## config.mk

```make
export PLATFORM = sky130hd
export DESIGN_NAME = multicycle_integer_pair_alu
export DESIGN_NICKNAME = d
export VERILOG_FILES = /design/src/hw/rtl/mipa_pkg.sv /design/src/hw/rtl/mipa_divider.sv /design/src/hw/rtl/mipa_multiplier.sv /design/src/hw/rtl/multicycle_integer_pair_alu.sv
export SDC_FILE = /design/constraint.sdc
export NUM_CORES = 1
export LEC_CHECK = 0
export BUFFER_PORTS_ARGS = -buffer_cell sky130_fd_sc_hd__buf_2
export CORE_MARGIN = 4
export CORE_UTILIZATION = 50
export DETAILED_ROUTE_END_ITERATION = 6
export PLACE_DENSITY = 0.68
export SLEW_MARGIN = 20
export SYNTH_ARGS = -nofsm -noshare
export SYNTH_HDL_FRONTEND = slang
export SYNTH_SLANG_ARGS = --single-unit
export TNS_END_PERCENT = 10
```

## constraint.sdc

```tcl
create_clock -name clk -period 7 [get_ports clk]
set_clock_uncertainty 0.05 [all_clocks]
set_input_delay 1.4 -clock clk [delete_from_list [all_inputs] [get_ports clk]]
set_output_delay 1.4 -clock clk [all_outputs]
set_load 0.03 [all_outputs]
```

## src/hw/rtl/mipa_pkg.sv

```systemverilog
// ----------------------------------------------------------------------------
// Integer pair ALU package
// Shared widths, operation codes and the sequencer state type.
// ----------------------------------------------------------------------------
package mipa_pkg;

  localparam int DataWidth = 32;
  localparam int CntWidth  = $clog2(DataWidth + 1);

  typedef logic [2:0] op_t;
  localparam op_t OP_ADD = 3'd0;
  localparam op_t OP_SUB = 3'd1;
  localparam op_t OP_MUL = 3'd2;
  localparam op_t OP_DIV = 3'd3;
  localparam op_t OP_MOD = 3'd4;
  localparam op_t OP_POW = 3'd5;
  localparam op_t OP_GCD = 3'd6;

  typedef enum logic [3:0] {
    ST_IDLE,
    ST_MUL,
    ST_DIV,
    ST_POW_SQ,
    ST_POW_MUL,
    ST_GCD,
    ST_DONE
  } state_t;

  // Start and status between the sequencer and the shared bit-serial divider.
  typedef struct packed {
    logic                 start;
    logic [DataWidth-1:0] dividend;
    logic [DataWidth-1:0] divisor;
  } div_req_t;

  typedef struct packed {
    logic                 done;
    logic [DataWidth-1:0] quot;
    logic [DataWidth-1:0] rem;
  } div_rsp_t;

  // Shift-add multiplier handshake; result is the product modulo 2^DataWidth.
  typedef struct packed {
    logic                 start;
    logic [DataWidth-1:0] mcand;
    logic [DataWidth-1:0] mplier;
  } mul_req_t;

  typedef struct packed {
    logic                 done;
    logic [DataWidth-1:0] prod;
  } mul_rsp_t;

endpackage

```

## src/hw/rtl/mipa_divider.sv

```systemverilog
// ----------------------------------------------------------------------------
// Bit-serial unsigned divider
// Restoring division, one quotient bit per cycle.
// ----------------------------------------------------------------------------
module mipa_divider
  import mipa_pkg::*;
(
  input  logic     clk,
  input  logic     rst_n,
  input  div_req_t req,
  output div_rsp_t rsp
);

  logic [DataWidth-1:0] quot_r, quot_nxt;
  logic [DataWidth-1:0] rem_r, rem_nxt;
  logic [DataWidth-1:0] dvsr_r, dvsr_nxt;
  logic [CntWidth-1:0]  cnt_r, cnt_nxt;
  logic                 busy_r, busy_nxt;
  logic                 done_r, done_nxt;
  logic [DataWidth:0]   trial;
  logic [DataWidth:0]   diff;

  always_comb begin
    quot_nxt = quot_r;
    rem_nxt  = rem_r;
    dvsr_nxt = dvsr_r;
    cnt_nxt  = cnt_r;
    busy_nxt = busy_r;
    done_nxt = 1'b0;
    trial    = {rem_r, quot_r[DataWidth-1]};
    diff     = trial - {1'b0, dvsr_r};
    if (req.start) begin
      quot_nxt = req.dividend;
      rem_nxt  = '0;
      dvsr_nxt = req.divisor;
      cnt_nxt  = CntWidth'(DataWidth);
      busy_nxt = 1'b1;
    end else if (busy_r) begin
      if (!diff[DataWidth]) begin
        rem_nxt  = diff[DataWidth-1:0];
        quot_nxt = {quot_r[DataWidth-2:0], 1'b1};
      end else begin
        rem_nxt  = trial[DataWidth-1:0];
        quot_nxt = {quot_r[DataWidth-2:0], 1'b0};
      end
      cnt_nxt = cnt_r - 1'b1;
      if (cnt_r == CntWidth'(1)) begin
        busy_nxt = 1'b0;
        done_nxt = 1'b1;
      end
    end
  end

  always_ff @(posedge clk) begin
    if (!rst_n) begin
      busy_r <= 1'b0;
      done_r <= 1'b0;
      cnt_r  <= '0;
    end else begin
      busy_r <= busy_nxt;
      done_r <= done_nxt;
      cnt_r  <= cnt_nxt;
    end
    quot_r <= quot_nxt;
    rem_r  <= rem_nxt;
    dvsr_r <= dvsr_nxt;
  end

  assign rsp.done = done_r;
  assign rsp.quot = quot_r;
  assign rsp.rem  = rem_r;

endmodule

```

## src/hw/rtl/mipa_multiplier.sv

```systemverilog
// ----------------------------------------------------------------------------
// Bit-serial multiplier
// Shift-add multiply, one multiplier bit per cycle, product kept modulo 2^N.
// ----------------------------------------------------------------------------
module mipa_multiplier
  import mipa_pkg::*;
(
  input  logic     clk,
  input  logic     rst_n,
  input  mul_req_t req,
  output mul_rsp_t rsp
);

  logic [DataWidth-1:0] acc_r, acc_nxt;
  logic [DataWidth-1:0] mcand_r, mcand_nxt;
  logic [DataWidth-1:0] mplier_r, mplier_nxt;
  logic [CntWidth-1:0]  cnt_r, cnt_nxt;
  logic                 busy_r, busy_nxt;
  logic                 done_r, done_nxt;

  always_comb begin
    acc_nxt    = acc_r;
    mcand_nxt  = mcand_r;
    mplier_nxt = mplier_r;
    cnt_nxt    = cnt_r;
    busy_nxt   = busy_r;
    done_nxt   = 1'b0;
    if (req.start) begin
      acc_nxt    = '0;
      mcand_nxt  = req.mcand;
      mplier_nxt = req.mplier;
      cnt_nxt    = CntWidth'(DataWidth);
      busy_nxt   = 1'b1;
    end else if (busy_r) begin
      if (mplier_r[0]) begin
        acc_nxt = acc_r + mcand_r;
      end
      mcand_nxt  = {mcand_r[DataWidth-2:0], 1'b0};
      mplier_nxt = {1'b0, mplier_r[DataWidth-1:1]};
      cnt_nxt    = cnt_r - 1'b1;
      if (cnt_r == CntWidth'(1)) begin
        busy_nxt = 1'b0;
        done_nxt = 1'b1;
      end
    end
  end

  always_ff @(posedge clk) begin
    if (!rst_n) begin
      busy_r <= 1'b0;
      done_r <= 1'b0;
      cnt_r  <= '0;
    end else begin
      busy_r <= busy_nxt;
      done_r <= done_nxt;
      cnt_r  <= cnt_nxt;
    end
    acc_r    <= acc_nxt;
    mcand_r  <= mcand_nxt;
    mplier_r <= mplier_nxt;
  end

  assign rsp.done = done_r;
  assign rsp.prod = acc_r;

endmodule

```

## src/hw/rtl/multicycle_integer_pair_alu.sv

```systemverilog
// ----------------------------------------------------------------------------
// Multicycle integer pair ALU
// Add, subtract, multiply, divide, remainder, power and gcd on signed words.
// ----------------------------------------------------------------------------
// Add and subtract are computed into the accumulator on accept, then registered into the result word.
// Multiply, divide and remainder run on the bit-serial shift-add multiplier
// and restoring divider (one bit per cycle).
// Power takes up to 2 multiplies per exponent bit; gcd one division per step.
// One word is in work at a time; reset clears the sequencer and output valid.
module multicycle_integer_pair_alu
  import mipa_pkg::*;
(
  input  logic                 clk,
  input  logic                 rst_n,
  input  logic                 in_valid,
  output logic                 in_ready,
  input  logic [2:0]           in_req_type,
  input  logic [DataWidth-1:0] in_operand_a,
  input  logic [DataWidth-1:0] in_operand_b,
  output logic                 out_valid,
  input  logic                 out_ready,
  output logic [DataWidth-1:0] out_result_value,
  output logic                 out_divide_by_zero
);

  state_t               state_r, state_nxt;
  op_t                  op_r, op_nxt;
  logic [DataWidth-1:0] a_r, a_nxt;
  logic [DataWidth-1:0] b_r, b_nxt;
  logic [DataWidth-1:0] acc_r, acc_nxt;
  logic                 neg_q_r, neg_q_nxt;
  logic                 neg_r_r, neg_r_nxt;
  logic [DataWidth-1:0] res_r, res_nxt;
  logic                 dz_r, dz_nxt;
  logic                 odz_r, odz_nxt;
  logic                 ovalid_r, ovalid_nxt;

  div_req_t dreq;
  div_rsp_t drsp;
  mul_req_t mreq;
  mul_rsp_t mrsp;

  logic [DataWidth-1:0] mag_a, mag_b, srem;

  function automatic logic [DataWidth-1:0] abs_w(input logic [DataWidth-1:0] v);
    abs_w = v[DataWidth-1] ? (~v + 1'b1) : v;
  endfunction

  mipa_divider u_div (.clk(clk), .rst_n(rst_n), .req(dreq), .rsp(drsp));
  mipa_multiplier u_mul (.clk(clk), .rst_n(rst_n), .req(mreq), .rsp(mrsp));

  assign mag_a = abs_w(a_r);
  assign mag_b = abs_w(b_r);
  // Remainder takes the dividend's sign.
  assign srem  = neg_r_r ? (~drsp.rem + 1'b1) : drsp.rem;

  // A new word may enter while the previous result still waits in the output
  // register; the finished word then waits in ST_DONE until that register is free.
  assign in_ready = (state_r == ST_IDLE);

  always_comb begin
    state_nxt  = state_r;
    op_nxt     = op_r;
    a_nxt      = a_r;
    b_nxt      = b_r;
    acc_nxt    = acc_r;
    neg_q_nxt  = neg_q_r;
    neg_r_nxt  = neg_r_r;
    res_nxt    = res_r;
    dz_nxt     = dz_r;
    odz_nxt    = odz_r;
    ovalid_nxt = ovalid_r;
    dreq       = '{start: 1'b0, dividend: mag_a, divisor: mag_b};
    mreq       = '{start: 1'b0, mcand: a_r, mplier: b_r};
    if (ovalid_r && out_ready) begin
      ovalid_nxt = 1'b0;
    end
    unique case (state_r)
      ST_IDLE: begin
        if (in_valid) begin
          op_nxt    = in_req_type;
          a_nxt     = in_operand_a;
          b_nxt     = in_operand_b;
          acc_nxt   = '0;
          neg_q_nxt = 1'b0;
          neg_r_nxt = 1'b0;
          dz_nxt    = 1'b0;
          unique case (in_req_type)
            OP_ADD: acc_nxt = in_operand_a + in_operand_b;
            OP_SUB: acc_nxt = in_operand_a - in_operand_b;
            default: acc_nxt = '0;
          endcase
          unique case (in_req_type)
            OP_ADD, OP_SUB: state_nxt = ST_DONE;
            OP_MUL: state_nxt = ST_MUL;
            OP_DIV, OP_MOD: begin
              neg_q_nxt = in_operand_a[DataWidth-1] ^ in_operand_b[DataWidth-1];
              neg_r_nxt = in_operand_a[DataWidth-1];
              if (in_operand_b == '0) begin
                dz_nxt    = 1'b1;
                state_nxt = ST_DONE;
              end else begin
                state_nxt = ST_DIV;
              end
            end
            OP_POW: begin
              acc_nxt = in_operand_b[DataWidth-1] ? '0 : DataWidth'(1);
              state_nxt = ST_POW_MUL;
            end
            OP_GCD: state_nxt = ST_GCD;
            default: state_nxt = ST_DONE;
          endcase
          // Units are launched below, in the same cycle as the word is accepted.
          if (in_req_type == OP_MUL) begin
            mreq = '{start: 1'b1, mcand: in_operand_a, mplier: in_operand_b};
          end
          if ((in_req_type == OP_DIV || in_req_type == OP_MOD) &&
              in_operand_b != '0) begin
            dreq = '{start: 1'b1, dividend: abs_w(in_operand_a),
                     divisor: abs_w(in_operand_b)};
          end
          if (in_req_type == OP_GCD && in_operand_b != '0) begin
            dreq = '{start: 1'b1, dividend: abs_w(in_operand_a),
                     divisor: abs_w(in_operand_b)};
            neg_r_nxt = in_operand_a[DataWidth-1];
          end
          if (in_req_type == OP_GCD && in_operand_b == '0) begin
            acc_nxt   = in_operand_a;
            state_nxt = ST_DONE;
          end
          if (in_req_type == OP_POW && !in_operand_b[DataWidth-1] &&
              in_operand_b != '0) begin
            // Multiply the accumulator (1) by the base; the product is kept if the low bit is set.
            mreq = '{start: 1'b1, mcand: DataWidth'(1), mplier: in_operand_a};
          end else if (in_req_type == OP_POW) begin
            state_nxt = ST_DONE;
          end
        end
      end
      ST_MUL: begin
        if (mrsp.done) begin
          acc_nxt   = mrsp.prod;
          state_nxt = ST_DONE;
        end
      end
      ST_DIV: begin
        if (drsp.done) begin
          if (op_r == OP_DIV) begin
            acc_nxt = neg_q_r ? (~drsp.quot + 1'b1) : drsp.quot;
          end else begin
            acc_nxt = srem;
          end
          state_nxt = ST_DONE;
        end
      end
      ST_POW_MUL: begin
        // b_r holds the remaining exponent, a_r the current square.
        if (mrsp.done) begin
          if (b_r[0]) begin
            acc_nxt = mrsp.prod;
          end
          b_nxt = {1'b0, b_r[DataWidth-1:1]};
          if (b_nxt == '0) begin
            state_nxt = ST_DONE;
          end else begin
            mreq = '{start: 1'b1, mcand: a_r, mplier: a_r};
            state_nxt = ST_POW_SQ;
          end
        end
      end
      ST_POW_SQ: begin
        if (mrsp.done) begin
          a_nxt = mrsp.prod;
          mreq  = '{start: 1'b1, mcand: acc_r, mplier: mrsp.prod};
          state_nxt = ST_POW_MUL;
        end
      end
      ST_GCD: begin
        // Each step replaces (a, b) with (b, a rem b).
        if (drsp.done) begin
          a_nxt = b_r;
          b_nxt = srem;
          if (srem == '0) begin
            acc_nxt   = b_r;
            state_nxt = ST_DONE;
          end else begin
            neg_r_nxt = b_r[DataWidth-1];
            dreq = '{start: 1'b1, dividend: mag_b, divisor: abs_w(srem)};
          end
        end
      end
      ST_DONE: begin
        if (!ovalid_nxt) begin
          res_nxt    = acc_r;
          odz_nxt    = dz_r;
          ovalid_nxt = 1'b1;
          state_nxt  = ST_IDLE;
        end
      end
      default: state_nxt = ST_IDLE;
    endcase
  end

  always_ff @(posedge clk) begin
    if (!rst_n) begin
      state_r  <= ST_IDLE;
      ovalid_r <= 1'b0;
    end else begin
      state_r  <= state_nxt;
      ovalid_r <= ovalid_nxt;
    end
    op_r    <= op_nxt;
    a_r     <= a_nxt;
    b_r     <= b_nxt;
    acc_r   <= acc_nxt;
    neg_q_r <= neg_q_nxt;
    neg_r_r <= neg_r_nxt;
    res_r   <= res_nxt;
    dz_r    <= dz_nxt;
    odz_r   <= odz_nxt;
  end

  assign out_valid          = ovalid_r;
  assign out_result_value   = res_r;
  assign out_divide_by_zero = odz_r;

endmodule

```

# Word-level counts from Yosys, hierarchy flattened
# Index checks and enable logic that the tools add are counted.
# op_classes
addsub,13
n_eq_ne,25
muxes,84
bitwise,12
n_reduce_logical,33
# ops
cell,count
two-way mux 32 bit,29
two-way mux 65 bit,11
"adder 32 x 1 -> 32 bit, second input constant",7
NOT 32 bit,7
case mux 65 bit (3 select lines),1
case mux 32 bit (3 select lines),2
case mux 32 bit (5 select lines),1
case mux 65 bit (2 select lines),1
adder 32 bit,2
logical NOT 32 bit,2
case mux 32 bit (2 select lines),1
two-way mux 4 bit,11
subtractor 33 x 32 -> 33 bit,1
nonzero test 32 bit,1
subtractor 32 bit,1
logical NOT 31 bit,1
case mux 4 bit (7 select lines),1
two-way mux 6 bit,4
two-way mux 1 bit,18
AND reduction 8 bit,2
"equality test 4 x 3 -> 1 bit, second input constant",3
"equality test 6 x 1 -> 1 bit, second input constant",2
case mux 3 bit (4 select lines),1
AND reduction 4 bit,3
other kinds (23),54
# word_totals
register_bits,348
inputBits,71
output_inout_bits,35
wordCells,192

# Logic depth before layout (Yosys ltp)
# logic_depth
word_depth,10
mapped_depth,21
depth_no_buf,19

# Cells and area by module
# Synthesis repeated with hierarchy kept, for this count alone.
# unflattened
hier_cells,3422
area_unflattened_um2,29738.5
# by_module_without_submodules
module,instances,cells_per_inst,area_each_um2,seq_area_each_um2
multicycle_integer_pair_alu,1,2315,17903.4,4134.0
mipa_multiplier,1,566,6039.5,2722.6
mipa_divider,1,541,5795.6,2722.6

# Worst setup path before layout
# Ideal clock, no wire load.
# synth_path
path_kind,input -> register
start,input port in_operand_b[8]
end,"register acc_r[29], data pin"
setup_ps,152
arrival_ps,5848
required_ps,6798
setup_slack_ps,950
path_stages,19
path_buffers,2
path_cell_list,clkbuf_1 > or4_1 > nor4b_1 > nand2_1 > or4_1 > clkbuf_1 > o31ai_1 > xor2_1 > ha_1 > and3_1 > nand3_1 > o21ai_0 > a21oi_1 > nor3b_1 > a211oi_1 > nor2b_1 > o21ba_2 > or4b_2 > a31oi_1
# synth_between
elab_chain_len,6
elab_cells_between_ends,9
cone_classes,2 x add/sub; 5 x mux; 2 x reduce/logical
# synth_rtl
element,line_no,rtl
start: declaration,multicycle_integer_pair_alu.sv:19,"input logic [DataWidth-1:0] in_operand_b,"
subtractor 32 bit or adder 32 bit (tied branches),"multicycle_integer_pair_alu.sv:90, multicycle_integer_pair_alu.sv:89",
case mux 32 bit (2 select lines),multicycle_integer_pair_alu.sv:88,unique case (in_req_type)
two-way mux 32 bit,multicycle_integer_pair_alu.sv:93,unique case (in_req_type)
two-way mux 32 bit *,multicycle_integer_pair_alu.sv:127,if (in_req_type == OP_GCD && in_operand_b == '0) begin
two-way mux 32 bit *,multicycle_integer_pair_alu.sv:80,if (in_valid) begin
case mux 32 bit (5 select lines) *,multicycle_integer_pair_alu.sv:78,unique case (state_r)
named net acc_nxt[29],multicycle_integer_pair_alu.sv:30,"logic [DataWidth-1:0] acc_r, acc_nxt;"
end signal: assignment,multicycle_integer_pair_alu.sv:215,acc_r <= acc_nxt;
end: declaration,multicycle_integer_pair_alu.sv:30,
# Mark *: on every way through the listed nets, which the timed path passes. The rest lies on a longest branch. The select of a mux whose other input is x is not followed.
# A chain may end at the register's enable or synchronous reset.

# Worst setup path after layout
# Ends and elaborated chain as after synthesis.

==> results.toml <==
[status]
outcome = "finished with violations"
violations = "DRC"

[route]
wl_mm = 100
dr.pass1.iters = 7
drc_errors = 25
wl_per_cell_um = 25.3
antenna_left = 0
via_per_inst = 6.69
vias = 26478
drt_iter0_markers = 3816

[finish]
seqCellArea_um2 = 9590
final_nets = 3396
synthToLayoutAreaGrowth_pct = 8.66
multi_input_area_um2 = 16600
fin_cells = 3957
drive_above_1_share = 0.0969
num-fill-cells = 4950

[setup_path]
arrival_ps = 6350
worstSetupPathType = "in -> reg"
cp.required_ps = 7390
crit_fanout = 7
crit_slowest_cell = "or4b_2"
worst_setup_path_end_kind = "flop"
crit_chain = "buf_2, or4_1, nor4b_1, buf_4, nand2_1, or4_1, o31ai_1, xor2_1, ha_1, and3_1, nand3_1, o21ai_0, a21oi_1, nor3b_1, a211oi_1, nor2b_1, o21ba_2, or4b_2, a31oi_1"
path_common_cell = "or4_1"
start_kind = "primary input"
max_stage_delay_ps = 630

[run]
cap_viol_max_count = 0

[pwr]
powerDensity_nw_per_um2 = 443
p_leak_nw = 11.2
ir_worst_vdd_v = 0.000263

[clock_network]
cts.sinks = 347
cts.repair.resized = 0
cts_max_path_buffers = 3
cts_inserted_buffers = 43
htree_levels = 2
path_clk_slew_ps = 70
hold_buffers = 0
cts_setup_buffers = 0
clockRootBuffer = "clkbuf_16"
clkLatencyLatePin_ps = 600
cts_tree = "yes"

[sta]
tns_ps = 0
holdWs_ps = 387
setup_violations = 0
min_period_ps = 5960
hold_viol = 0
period_share = 0.851
fmax_mhz = 168
relSlewSlack = 0.262
final_max_slew_viol_count = 0
tightest_slew_ps = 1110
rsz0062_at_grt = "no"

[logic_synthesis]
synth_adder_area_share = 0.0501
synthSimpleGateAreaFrac = 0.189
synth_top_family_by_area = "compound AO/OA/AOI/OAI gates"
syn-cell-area_um2 = 27400
synth_compound_area_frac = 0.248
yosysSeqAreaShare = 0.349
syn-num-nets = 3468
yosysTopAreaCell = "edfxtp_1"
synth_cell_type_count = 94
ys.flop_type = "edfxtp_1"
synth_edf_count = 263
post_synth_xor_area_fraction = 0.0926
synthMuxAreaShare = 0.0199
synthCells = 3289
synth-seq-cells = 347
synth_warnings = 0
synth.avg_cell_area_um2 = 8.34
yosys-top-cells-area = "edfxtp_1, dfxtp_1, nand2_1, xor2_1, ha_1"
yosysTopAreaCellShare = 0.288
synthArstFlopShare = 0

[grt]
grt_pass1_wl_mm = 151
overflow = 0
grt_max_degree = 68
grt_usage = 0.327
grt_pass1_vias = 24714
antenna_found_initial = 15

[placed_design]
dp_hpwl_mm = 74.8
port_buffers = 105
gp_congestion = 0.971
dp_cells = 3867

[floorplan]
core-area_um2 = 54000
fp.dieArea_um2 = 58700
initial_core_util = 0.508
dieWidth_um = 242
ios = 106
dieHeight_um = 242
std_cell_rows = 85

[min_path]
hold_path_class = "reg -> reg"
## cells in the mapped netlist, types with 32 or more instances
| cell | count |
|---|---|
| a211oi_1 | 32 |
| a21o_1 | 46 |
| a21oi_1 | 228 |
| a222oi_1 | 64 |
| a22oi_1 | 35 |
| a31oi_1 | 87 |
| clkbuf_1 | 224 |
| dfxtp_1 | 84 |
| edfxtp_1 | 263 |
| ha_1 | 105 |
| inv_1 | 77 |
| mux2i_1 | 50 |
| nand2_1 | 427 |
| nand2b_1 | 39 |
| nand3_1 | 38 |
| nor2_1 | 339 |
| nor3_1 | 64 |
| o21ai_0 | 197 |
| o221ai_1 | 39 |
| o22ai_1 | 39 |
| o31ai_1 | 54 |
| or3_1 | 38 |
| xnor2_1 | 124 |
| xor2_1 | 164 |
## routing by layer
layer,vias to the layer above,part of all wire,track usage
met5,-,0.00088,0
met4,12,0.051,0.141
met3,284,0.096,0.0618
met2,1450,0.45,0.522
met1,12687,0.40,0.435
li1,12045,-,-
## per-stage QoR
stage / power (W) / instance area, um2 / setup WS [ps] / util
after CTS: 0.0131 / 29700 / 1090 / 0.550
after global placement: 0.0106 / 28300 / 521 / 0.523
after global routing: 0.0140 / 29800 / 660 / 0.551
after floorplan: 0.00871 / 27400 / 950 / -
final: 0.0132 / 29800 / 1040 / 0.552
after detailed placement: 0.0107 / 28300 / 540 / 0.523
## cell usage in the layout, fill, tap and decap left out, types with 35 or more instances in the layout
cell type,synthesis,final
a21o_1,46,46
a21oi_1,228,227
a222oi_1,64,64
a22oi_1,35,35
a31oi_1,87,87
buf_2,31,105
buf_4,0,53
clkbuf_16,0,49
dfxtp_1,84,81
edfxtp_1,263,263
ha_1,105,105
inv_1,77,77
mux2i_1,50,50
nand2_1,427,427
nand2b_1,39,37
nand3_1,38,38
nor2_1,339,331
nor3_1,64,63
o21ai_0,197,196
o221ai_1,39,39
o22ai_1,39,38
o31ai_1,54,54
or3_1,38,37
xnor2_1,124,124
xor2_1,164,164
## registers in the layout, indices dropped and copies added (netlist names)
name                flops
acc_r                  32
out_valid               1
neg_r_r                 1
neg_q_r                 1
a_r                    32
u_div.done_r            1
u_div.dvsr_r           32
state_r                 3
u_div.quot_r           32
u_div.cnt_r             6
out_result_value       32
b_r                    32
u_mul.acc_r            32
u_mul.cnt_r             6
u_div.busy_r            1
u_mul.mcand_r          32
u_div.rem_r            32
u_mul.busy_r            1
u_mul.done_r            1
u_mul.mplier_r         32
out_divide_by_zero      1
op_r                    3
dz_r                    1
## final timing paths
| path | startpoint | endpoint | slack, ps | depth (start not counted) |
|---|---|---|---|---|
| hold reg to reg | dz_r$_SDFFCE_PN0P_ | out_divide_by_zero$_DFFE_PP_ | 390 | 0 |
| setup / recovery | in_operand_b[8] | acc_r[29]$_DFFE_PP_ | 1040 | 19 |
| setup reg to reg | u_div.rem_r[0]$_SDFFE_PN0P_ | acc_r[4]$_DFFE_PP_ | 1270 | 13 |
| hold / removal | dz_r$_SDFFCE_PN0P_ | out_divide_by_zero$_DFFE_PP_ | 390 | 0 |
## report_power, final
part,switching [W],internal (W),total [W]
Clock,0.000974,0.00139,0.00236
Combinational,0.00432,0.00253,0.00684
Sequential,0.000851,0.00315,0.00400
Total,0.00614,0.00707,0.0132
## cell type report
cell class / count / area share
Timing Repair Buffer: 160 / 0.0326
Sequential cell: 347 / 0.322
Antenna cell: 9 / 0.000756
Clock buffer: 60 / 0.0439
Tap cell: 696 / 0.0292
Clock inverter: 20 / 0.00605
Multi-Input combinational cell: 2585 / 0.556
Inverter: 80 / 0.0101
## cells by family after synthesis
kind of cell	count (synthesis)
DFF	347
adders and majority gates	108
buffers and inverters	357
AOI/OAI and AO/OA	1010
and+or+nand+nor	1124
xor gates and xnor gates	289
muxes	54
## critical path: cells and delay by family
| kind | cells | cell delay (ps) |
|---|---|---|
| and+or+nand+nor | 9 | 2770 |
| AOI/OAI and AO/OA | 6 | 1310 |
| adders and majority gates | 1 | 400 |
| buffers and inverters | 2 | 350 |
| xor gates and xnor gates | 1 | 120 |
Note: power is estimated with default switching activity, not from simulation.
